### src/rtl/psa_pkg.sv
package psa_pkg;

    localparam int DIRECTIONS = 32;
    localparam int DIR_IDX_W  = $clog2(DIRECTIONS);
    localparam int DIR_W      = 8;
    localparam int SPEED_W    = 16;
    localparam int SINE_W     = 10;
    localparam int PROD_W     = SINE_W + SPEED_W;
    localparam int FRAC_BITS  = 8;
    localparam int STEP_W     = 16;
    localparam int DY_W       = STEP_W + 1;
    localparam int POS_W      = 32;
    localparam int PIX_W      = POS_W - FRAC_BITS;
    localparam int MOVED_W    = 16;

    localparam logic [DIR_IDX_W-1:0] QUARTER_TURN = DIR_IDX_W'(DIRECTIONS / 4);
    localparam logic [FRAC_BITS-1:0] ROUND_BIAS   = '1;

    // One accepted step on its way from the multipliers to the accumulator.
    typedef struct packed {
        logic                     ok;
        logic signed [STEP_W-1:0] dx;
        logic signed [DY_W-1:0]   dy;
    } step_t;

    // Q2.8 sine for one of the 32 directions, clockwise from up.
    function automatic logic signed [SINE_W-1:0] sine_q8(input logic [DIR_IDX_W-1:0] idx);
        logic [3:0]        k;
        logic [3:0]        f;
        logic [SINE_W-1:0] mag;
        k = idx[3:0];
        // Fold the second quarter turn of each half turn back onto the first.
        f = k[3] ? (4'd0 - k) : k;
        case (f)
            4'd0:    mag = 10'd0;
            4'd1:    mag = 10'd49;
            4'd2:    mag = 10'd97;
            4'd3:    mag = 10'd142;
            4'd4:    mag = 10'd181;
            4'd5:    mag = 10'd212;
            4'd6:    mag = 10'd236;
            4'd7:    mag = 10'd251;
            4'd8:    mag = 10'd256;
            default: mag = 10'd0;
        endcase
        return idx[4] ? -$signed(mag) : $signed(mag);
    endfunction

    // Whole pixels of a Q24.8 position, truncated toward zero.
    function automatic logic signed [PIX_W-1:0] pixel_of(input logic signed [POS_W-1:0] v);
        logic [POS_W-1:0] adj;
        adj = v + (v[POS_W-1] ? POS_W'(ROUND_BIAS) : '0);
        return $signed(adj[POS_W-1:FRAC_BITS]);
    endfunction

endpackage

### src/rtl/psa_in_if.sv
interface psa_in_if;
    logic                                     valid;
    logic                                     ready;
    logic [psa_pkg::DIR_W-1:0]                direction;
    logic signed [psa_pkg::SPEED_W-1:0]       speed;

    modport source (output valid, output direction, output speed, input ready);
    modport sink   (input valid, input direction, input speed, output ready);
endinterface

### src/rtl/psa_out_if.sv
interface psa_out_if;
    logic                                     valid;
    logic                                     ready;
    logic                                     ok;
    logic signed [psa_pkg::MOVED_W-1:0]       moved_x;
    logic signed [psa_pkg::MOVED_W-1:0]       moved_y;

    modport source (output valid, output ok, output moved_x, output moved_y, input ready);
    modport sink   (input valid, input ok, input moved_x, input moved_y, output ready);
endinterface

### src/rtl/polar_step_position_accumulator_core.sv
// Steps a Q24.8 position by a direction (0..31, clockwise from up) and a signed
// Q8.8 speed, and reports the change in whole pixels on each axis. One request
// is accepted every clock cycle unless a stalled report has filled the pipe;
// each result passes the input, step and output registers in turn, and the
// output register lets new requests enter while it waits. The accumulator adds,
// range-checks and commits one step per cycle when its output is free. A step
// with direction 32 or more, or one taking either position outside 32 bits,
// yields ok low, zero movement and an unchanged position. Positions reset to 0.
module polar_step_position_accumulator_core (
    input  logic      clk,
    input  logic      rst_n,
    psa_in_if.sink    move,
    psa_out_if.source report
);
    import psa_pkg::*;

    logic  step_valid;
    logic  step_ready;
    step_t step;

    psa_step u_step (
        .clk        (clk),
        .rst_n      (rst_n),
        .move       (move),
        .step_valid (step_valid),
        .step_ready (step_ready),
        .step       (step)
    );

    psa_accum u_accum (
        .clk        (clk),
        .rst_n      (rst_n),
        .step_valid (step_valid),
        .step_ready (step_ready),
        .step       (step),
        .report     (report)
    );

endmodule

### src/rtl/psa_step.sv
module psa_step (
    input  logic            clk,
    input  logic            rst_n,
    psa_in_if.sink          move,
    output logic            step_valid,
    input  logic            step_ready,
    output psa_pkg::step_t  step
);
    import psa_pkg::*;

    logic                      in_valid_reg;
    logic                      in_valid_next;
    logic [DIR_W-1:0]          dir_reg;
    logic signed [SPEED_W-1:0] speed_reg;

    logic                      step_valid_reg;
    logic                      step_valid_next;
    step_t                     step_reg;
    step_t                     step_next;

    logic                      step_free;
    logic                      in_take;

    logic [DIR_IDX_W-1:0]      sin_idx;
    logic [DIR_IDX_W-1:0]      cos_idx;
    logic signed [SINE_W-1:0]  sin_val;
    logic signed [SINE_W-1:0]  cos_val;
    logic signed [PROD_W-1:0]  prod_s;
    logic signed [PROD_W-1:0]  prod_c;
    logic [PROD_W-1:0]         adj_s;
    logic [PROD_W-1:0]         adj_c;
    logic signed [STEP_W-1:0]  q_c;

    assign step_free = !step_valid_reg || step_ready;
    assign in_take   = !in_valid_reg || step_free;
    assign move.ready = in_take;

    assign sin_idx = dir_reg[DIR_IDX_W-1:0];
    assign cos_idx = dir_reg[DIR_IDX_W-1:0] + QUARTER_TURN;
    assign sin_val = sine_q8(sin_idx);
    assign cos_val = sine_q8(cos_idx);

    assign prod_s = PROD_W'(sin_val) * PROD_W'(speed_reg);
    assign prod_c = PROD_W'(cos_val) * PROD_W'(speed_reg);

    // Biasing a negative product before the shift rounds it toward zero;
    // the 16 bits above the fraction are the wrapped step.
    assign adj_s = prod_s + (prod_s[PROD_W-1] ? PROD_W'(ROUND_BIAS) : '0);
    assign adj_c = prod_c + (prod_c[PROD_W-1] ? PROD_W'(ROUND_BIAS) : '0);
    assign q_c   = $signed(adj_c[FRAC_BITS+STEP_W-1:FRAC_BITS]);

    always_comb
    begin
        in_valid_next = in_take ? move.valid : in_valid_reg;
        step_valid_next = step_free ? in_valid_reg : step_valid_reg;
        step_next.ok = (dir_reg < DIR_W'(DIRECTIONS));
        step_next.dx = $signed(adj_s[FRAC_BITS+STEP_W-1:FRAC_BITS]);
        // The negated cosine step is kept unwrapped, so it needs one more bit.
        step_next.dy = -DY_W'(q_c);
    end

    always_ff @(posedge clk or negedge rst_n)
    begin
        if (!rst_n)
        begin
            in_valid_reg   <= 1'b0;
            step_valid_reg <= 1'b0;
        end
        else
        begin
            in_valid_reg   <= in_valid_next;
            step_valid_reg <= step_valid_next;
        end
    end

    always_ff @(posedge clk)
    begin
        if (in_take && move.valid)
        begin
            dir_reg   <= move.direction;
            speed_reg <= move.speed;
        end
        if (step_free && in_valid_reg)
        begin
            step_reg <= step_next;
        end
    end

    assign step_valid = step_valid_reg;
    assign step       = step_reg;

endmodule

### src/rtl/psa_accum.sv
module psa_accum (
    input  logic            clk,
    input  logic            rst_n,
    input  logic            step_valid,
    output logic            step_ready,
    input  psa_pkg::step_t  step,
    psa_out_if.source       report
);
    import psa_pkg::*;

    logic signed [POS_W-1:0]   pos_x_reg;
    logic signed [POS_W-1:0]   pos_y_reg;
    logic signed [POS_W-1:0]   pos_x_next;
    logic signed [POS_W-1:0]   pos_y_next;

    logic                      out_valid_reg;
    logic                      out_valid_next;
    logic                      ok_reg;
    logic                      ok_next;
    logic signed [MOVED_W-1:0] moved_x_reg;
    logic signed [MOVED_W-1:0] moved_y_reg;
    logic signed [MOVED_W-1:0] moved_x_next;
    logic signed [MOVED_W-1:0] moved_y_next;

    logic                      out_free;
    logic                      take;
    logic signed [POS_W:0]     sum_x;
    logic signed [POS_W:0]     sum_y;
    logic                      fits;
    logic signed [PIX_W-1:0]   pix_dx;
    logic signed [PIX_W-1:0]   pix_dy;

    assign out_free   = !out_valid_reg || report.ready;
    assign step_ready = out_free;
    assign take       = step_valid && out_free;

    assign sum_x = (POS_W+1)'(pos_x_reg) + (POS_W+1)'(step.dx);
    assign sum_y = (POS_W+1)'(pos_y_reg) + (POS_W+1)'(step.dy);
    // A sum stays in range when its two top bits agree.
    assign fits  = (sum_x[POS_W] == sum_x[POS_W-1]) && (sum_y[POS_W] == sum_y[POS_W-1]);

    assign pix_dx = pixel_of(sum_x[POS_W-1:0]) - pixel_of(pos_x_reg);
    assign pix_dy = pixel_of(sum_y[POS_W-1:0]) - pixel_of(pos_y_reg);

    always_comb
    begin
        out_valid_next = out_free ? step_valid : out_valid_reg;
        ok_next        = step.ok && fits;
        pos_x_next     = pos_x_reg;
        pos_y_next     = pos_y_reg;
        moved_x_next   = '0;
        moved_y_next   = '0;
        if (take && ok_next)
        begin
            pos_x_next   = sum_x[POS_W-1:0];
            pos_y_next   = sum_y[POS_W-1:0];
            moved_x_next = pix_dx[MOVED_W-1:0];
            moved_y_next = pix_dy[MOVED_W-1:0];
        end
    end

    always_ff @(posedge clk or negedge rst_n)
    begin
        if (!rst_n)
        begin
            out_valid_reg <= 1'b0;
            pos_x_reg     <= '0;
            pos_y_reg     <= '0;
        end
        else
        begin
            out_valid_reg <= out_valid_next;
            pos_x_reg     <= pos_x_next;
            pos_y_reg     <= pos_y_next;
        end
    end

    always_ff @(posedge clk)
    begin
        if (take)
        begin
            ok_reg      <= ok_next;
            moved_x_reg <= moved_x_next;
            moved_y_reg <= moved_y_next;
        end
    end

    assign report.valid   = out_valid_reg;
    assign report.ok      = ok_reg;
    assign report.moved_x = moved_x_reg;
    assign report.moved_y = moved_y_reg;

`ifndef SYNTHESIS
    a_pos_hold_idle: assert property (@(posedge clk) disable iff (!rst_n)
        !take |=> $stable(pos_x_reg) && $stable(pos_y_reg))
        else $error("position moved without a request");

    a_pos_hold_reject: assert property (@(posedge clk) disable iff (!rst_n)
        take && !ok_next |=> $stable(pos_x_reg) && $stable(pos_y_reg))
        else $error("rejected request changed the position");

    a_reject_zero: assert property (@(posedge clk) disable iff (!rst_n)
        out_valid_reg && !ok_reg |-> moved_x_reg == '0 && moved_y_reg == '0)
        else $error("rejected request reports movement");

    a_load_on_take: assert property (@(posedge clk) disable iff (!rst_n)
        take |=> out_valid_reg)
        else $error("accepted step produced no result");
`endif

endmodule

### src/flat_wrapper.sv
// flat-port wrapper written by rule: the top's interface ports become plain ports
module polar_step_position_accumulator_core_flat import psa_pkg::*;
  (clk, rst_n, move_valid, move_direction, move_speed, move_ready, report_valid, report_ok, report_moved_x, report_moved_y, report_ready);
  psa_in_if move_i ();
  psa_out_if report_i ();
  input  logic clk;
  input  logic rst_n;
  input wire logic [$bits(move_i.valid)-1:0] move_valid;
  input wire logic [$bits(move_i.direction)-1:0] move_direction;
  input wire logic [$bits(move_i.speed)-1:0] move_speed;
  output wire logic [$bits(move_i.ready)-1:0] move_ready;
  output wire logic [$bits(report_i.valid)-1:0] report_valid;
  output wire logic [$bits(report_i.ok)-1:0] report_ok;
  output wire logic [$bits(report_i.moved_x)-1:0] report_moved_x;
  output wire logic [$bits(report_i.moved_y)-1:0] report_moved_y;
  input wire logic [$bits(report_i.ready)-1:0] report_ready;
  assign move_i.valid = move_valid;
  assign move_i.direction = move_direction;
  assign move_i.speed = move_speed;
  assign move_ready = move_i.ready;
  assign report_valid = report_i.valid;
  assign report_ok = report_i.ok;
  assign report_moved_x = report_i.moved_x;
  assign report_moved_y = report_i.moved_y;
  assign report_i.ready = report_ready;
  polar_step_position_accumulator_core u_core (.clk(clk), .rst_n(rst_n), .move(move_i), .report(report_i));
endmodule
### config.mk
export PLATFORM = sky130hd
export DESIGN_NAME = polar_step_position_accumulator_core_flat
export DESIGN_NICKNAME = d
export VERILOG_FILES = /design/src/rtl/psa_pkg.sv /design/src/rtl/psa_in_if.sv /design/src/rtl/psa_out_if.sv /design/src/rtl/polar_step_position_accumulator_core.sv /design/src/rtl/psa_step.sv /design/src/rtl/psa_accum.sv /design/src/flat_wrapper.sv
export SDC_FILE = /design/constraint.sdc
export NUM_CORES = 1
export LEC_CHECK = 0
export BUFFER_PORTS_ARGS = -buffer_cell sky130_fd_sc_hd__buf_2
export CAP_MARGIN = 10
export CORE_MARGIN = 1
export CORE_UTILIZATION = 65
export CTS_CLUSTER_SIZE = 14
export DETAILED_ROUTE_END_ITERATION = 8
export GPL_ROUTABILITY_DRIVEN = 1
export HOLD_SLACK_MARGIN = 0.02
export PLACE_DENSITY = 0.82
export SYNTH_ARGS = -nofsm -noshare
export SYNTH_HDL_FRONTEND = slang
export SYNTH_SLANG_ARGS = --single-unit
### constraint.sdc
create_clock -name clk -period 13.6 [get_ports clk]
set_input_delay 0.68 -clock clk [delete_from_list [all_inputs] [get_ports clk]]
set_output_delay 0.68 -clock clk [all_outputs]
set_load 0.02 [all_outputs]
### Word-level counts from Yosys, hierarchy flattened

Memory sizes are Yosys's and may differ from the RTL's.
Cells that the tools add are included.

* register bits after elaboration: 158
* bits in read-only memories: 288
* output and inout bits: 35
* logic and storage cells: 58
* input port bits: 28
* memories: 2

Memories
* (name not given): words 16, width 9, rd ports 1, clocked after memory_dff 0, write ports 0, RTL line psa_pkg.sv:34 `case (f)`
* (name not given): words 16, width 9, rd ports 1, clocked after memory_dff 0, write ports 0, RTL line psa_pkg.sv:34

* multipliers: 2
* $add $sub $neg: 16
* muxes and demuxes: 10
* reduce and logical (&&, ||, !) cells: 12
* magnitude comparators: 1
* equal/unequal tests: 2

Operators with widths (count)
* $add 24x8->24: 6
* $mul 10x16->26: 2
* $mux 8: 6
* $add 32x16->33: 1
* $add 32x17->33: 1
* $sub 16x16->16: 2
* $mux 10: 2
* $neg 10->10: 2
* $neg 16->17: 1
* $lt 8x6->1 const B: 1
* $mux 4: 2
* $sub 1x4->4 const A: 2
* $logic_and 1x1->1: 6
* $add 5x4->5 const B: 1
* $logic_not 1->1: 3
* $logic_or 1x1->1: 3
* $eq 1x1->1: 2

### Logic depth before layout (Yosys ltp)

An unclocked memory read counts as a cell.

* word-level depth: 10
* gate-level depth with buffers: 48
* mapped depth without buffers: 44

### By module

A second synthesis with hierarchy kept.

* cells, all modules: 2706
* area total of the unflattened synthesis: 24908.9 µm²

By module, submodules not included
* psa_step: area an instance 15159.5 µm², cells an instance 1633, seq. area each 1791.7 µm², times used 1
* psa_accum: area an instance 9749.4 µm², cells an instance 1073, seq. area each 2617.5 µm², times used 1

### Worst setup path before layout

No wires, ideal clock.

* path type: reg-to-reg
* from: reg u_core.u_step.dir_reg[0]
* to: reg u_core.u_step.step_reg (netlist bit u_core.u_step.step[14]), data pin
* path buffers: 4
* library setup time: 264 ps
* data required time: 13336 ps
* arrival: 10074 ps
* stages on the path, launching flop included: 45
* setup slack: 3262 ps
* clock period less this slack: 10338 ps
* cells stage by stage: edfxtp_1 buf_2 inv_1 ha_1 mux2i_1 inv_1 ha_1 o21bai_1 o21ai_0 a22oi_2 clkbuf_1 ha_1 nand2_1 o21ai_0 xor2_1 clkbuf_1 nand2_1 fa_1 [... 9 more ...] a31oi_4 nor2_1 xnor2_1 ha_1 nand3b_1 nor4_1 nand3_1 nor4b_1 nor3_1 nand2_1 xor2_1 ha_1 clkbuf_1 inv_1 or3_1 a22oi_2 mux2i_1 xnor2_1

RTL lines
* start, declared: RTL line psa_step.sv:13 `logic [DIR_W-1:0] dir_reg;`
* start signal, assigned: RTL line psa_step.sv:80 `dir_reg <= move.direction;`
* end signal, assigned: RTL line psa_step.sv:85 `step_reg <= step_next;`
* end, declared: RTL line psa_step.sv:18 `step_t step_reg;`

### Final worst setup path

* from: reg u_core.u_step.dir_reg[0]
* to: reg u_core.u_step.step_reg (netlist bit u_core.u_step.step[32]), data pin

* longest elaborated chain between the ends: 8

Ends and longest elaborated chain
* $sub 1x4->4: RTL line psa_pkg.sv:33 `f = k[3] ? (4'd0 - k) : k;`
* $mux 4 *: RTL line psa_pkg.sv:33
* $mem_v2 16x9 *
* $neg 10->10: RTL line psa_pkg.sv:46 `return idx[4] ? -$signed(mag) : $signed(mag);`
* $mux 10 *: RTL line psa_pkg.sv:46
* $mul 10x16->26 *: RTL line psa_step.sv:43 `assign prod_s = PROD_W'(sin_val) * PROD_W'(speed_reg);`
* $mux 8: RTL line psa_step.sv:48 `assign adj_s = prod_s + (prod_s[PROD_W-1] ? PROD_W'(ROUND_BIAS) : '0);`
* $add 24x8->24 *: RTL line psa_step.sv:48
* via u_core.u_step.adj_s[23]: RTL line psa_step.sv:30 `logic [PROD_W-1:0] adj_s;`

The timed path passes the listed nets; every way through them passes the cells marked *.
A chain may end at the register's enable or synchronous reset.

==> impl_metrics.tcl <==
set metrics [dict create \
    gp_congestion 0.950 \
    synth_edf_count 91 \
    syn_avg_cell_area_um2 9.25 \
    r2r-start "u_core.u_step.dir_reg[0]" \
    final_hold_viol_count 0 \
    core_mm2 0.0376 \
    cts_buffer_depth 2 \
    cts_buffers 17 \
    cts_tree "done" \
    critical_path.slowest_cell "edfxtp_1" \
    hold_buffers 0 \
    final_cells 3234 \
    synth_ff_type "edfxtp_1" \
    fin_nets 3283 \
    synth-seq-cells 158 \
    start_kind "flop" \
    hpwl_um 43500 \
    fmax_mhz 85.9 \
    max_cap_viol_count 0 \
    synth_cells 2682 \
    grt_setup_unrepaired "no" \
    antenna_found_initial 0 \
    fin_util 0.698 \
    drive_above_1_share 0.0889 \
    io_buffer_count 62 \
    post_cts_buffers 0 \
    clock_sink_count 158 \
    status "completed" \
    synthTopCellsByArea "fa_1 (23%), ha_1 (13%), edfxtp_1 (11%), dfrtp_1 (6.8%), xnor2_1 (5.5%)" \
    layout_common_cells "inv_1 (330), fa_1 (282), nand2_1 (275)" \
    fin_worst_skew_ns 0.0101 \
    syn_area_mm2 0.0248 \
    crit_path_start "u_core.u_step.dir_reg[0]" \
    end_kind "flop" \
    num_rows 71 \
    clkLatencyLatePin_ns 0.47 \
    worstPathArrival_ns 11.85 \
    vias 19400 \
    grt_pass1_vias 20000 \
    area_growth_pct 5.74 \
    initial_core_util 0.660 \
    grt_usage 0.298 \
    post-place-cells 3201 \
    path_max_fanout 17 \
    crit_type "reg -> reg" \
    synth_seq_area_share 0.178 \
    min_from "move_speed[9]" \
    drv_slew 0 \
    routed_wl_um 55500 \
    ys_types 88 \
    dieHeight_um 197 \
    final_common_cell "inv_1" \
    clkSlewWorstSetupHoldPaths_ns 0.07 \
    finalSetupTns_ns 0 \
    synth_warnings 0 \
    yosysTopAreaCellShare 0.228 \
    first_iter_violations 1181 \
    overflow 0 \
    largest_reg_flops 34 \
    crit_top_cell "inv_1" \
    synthArstFlopShare 0.424 \
    first_pass_iters 6 \
    vias_per_cell 5.98 \
    cts_root_buffer "clkbuf_16" \
    drc_errors 0 \
    ant_nets 0 \
    grt_max_degree 68 \
    design.die.area_mm2 0.0390 \
    cts_max_level 4 \
    die_x_um 197 \
    cpPeakStageDelay_ns 0.67 \
    synth_nets 3256 \
    yosys.area.top_type "fa_1" \
    post-route-period-util 0.856 \
    cts_resized 0 \
    final.min_clock_period_ns 11.64 \
    tightest_slew_ns 1.01 \
    setup_viol 0 \
    grt_pass1_wl_um 93500 \
    holdCritPathClass "in -> reg" \
    critPathRequiredTime_ns 13.81 \
    routedWlPerCell_um 17.1 \
    pin_count 63 \
    maxSlewHeadroom 0.329 \
]
## through the flow
stage | cell area [um^2] | worst slack [ns] | hold WS (ns)
3_5_place_dp | 25600 | 2.22 | 0.490
2_1_floorplan | 24800 | 3.26 | 0.384
4_1_cts | 26200 | 2.02 | 0.364
6_report | 26200 | 1.96 | 0.382
3_3_place_gp | 25600 | 2.59 | 0.470
5_1_grt | 26200 | 1.15 | 0.368
## worst max-delay path, delay by kind of cell, from the launching register on
kind                       cells  cell delay, ns
xor gates and xnor gates       4            1.52
DFF                            1            0.67
adders and majority gates      9            3.50
muxes                          1            0.17
and+or+nand+nor               12            2.57
buffers and inverters          8            0.96
AOI/OAI and AO/OA              8            1.97
## cells by family after synthesis
group / synth area share
simple gates: 0.173
fa+ha+maj: 0.361
compound gates: 0.111
mux: 0.0305
buf+inv: 0.0631
xor+xnor: 0.0834
flops: 0.178
## synthesized netlist by cell type, types with 67 or more instances
library cell,n
dfrtp_1,67
and2_1,76
fa_1,282
edfxtp_1,91
nor2_1,139
ha_1,264
nor2b_1,70
a21oi_1,113
xor2_1,76
nand2_1,275
o21ai_0,79
clkbuf_1,67
xnor2_1,155
inv_1,330
## final timing paths
kind | to | slack (ns) | depth (start not counted)
min in group asynchronous | u_core.u_accum.pos_x_reg[13] | 0.44 | 2
max in group asynchronous | u_core.u_accum.pos_y_reg[9] | 12.56 | 2
worst max-delay path | u_core.u_step.step[32] | 1.96 | 42
worst min register to register | u_core.u_step.step_valid | 0.51 | 1
worst min-delay path | u_core.u_step.speed_reg[9] | 0.38 | 1
worst max register to register | u_core.u_step.step[32] | 1.96 | 42
## metal layers
layer / wire [um] / track usage
met5: 0 / 0
met4: 1680 / 0.113
met3: 3560 / 0.0495
met2: 27700 / 0.532
met1: 22500 / 0.359
## final cells by class
class	instances	area, um^2
multi-input combinational	2113	18800
timing repair buffer	89	513
sequential	158	4410
clock inverter	15	168
antenna	1	2.50
tap	511	639
clock buffer	17	425
fill	2862	11300
inverter	330	1240
Power is left out: the tool's default activity adds up to more than one toggle a clock period on the data nets, which glitch-free logic cannot reach.
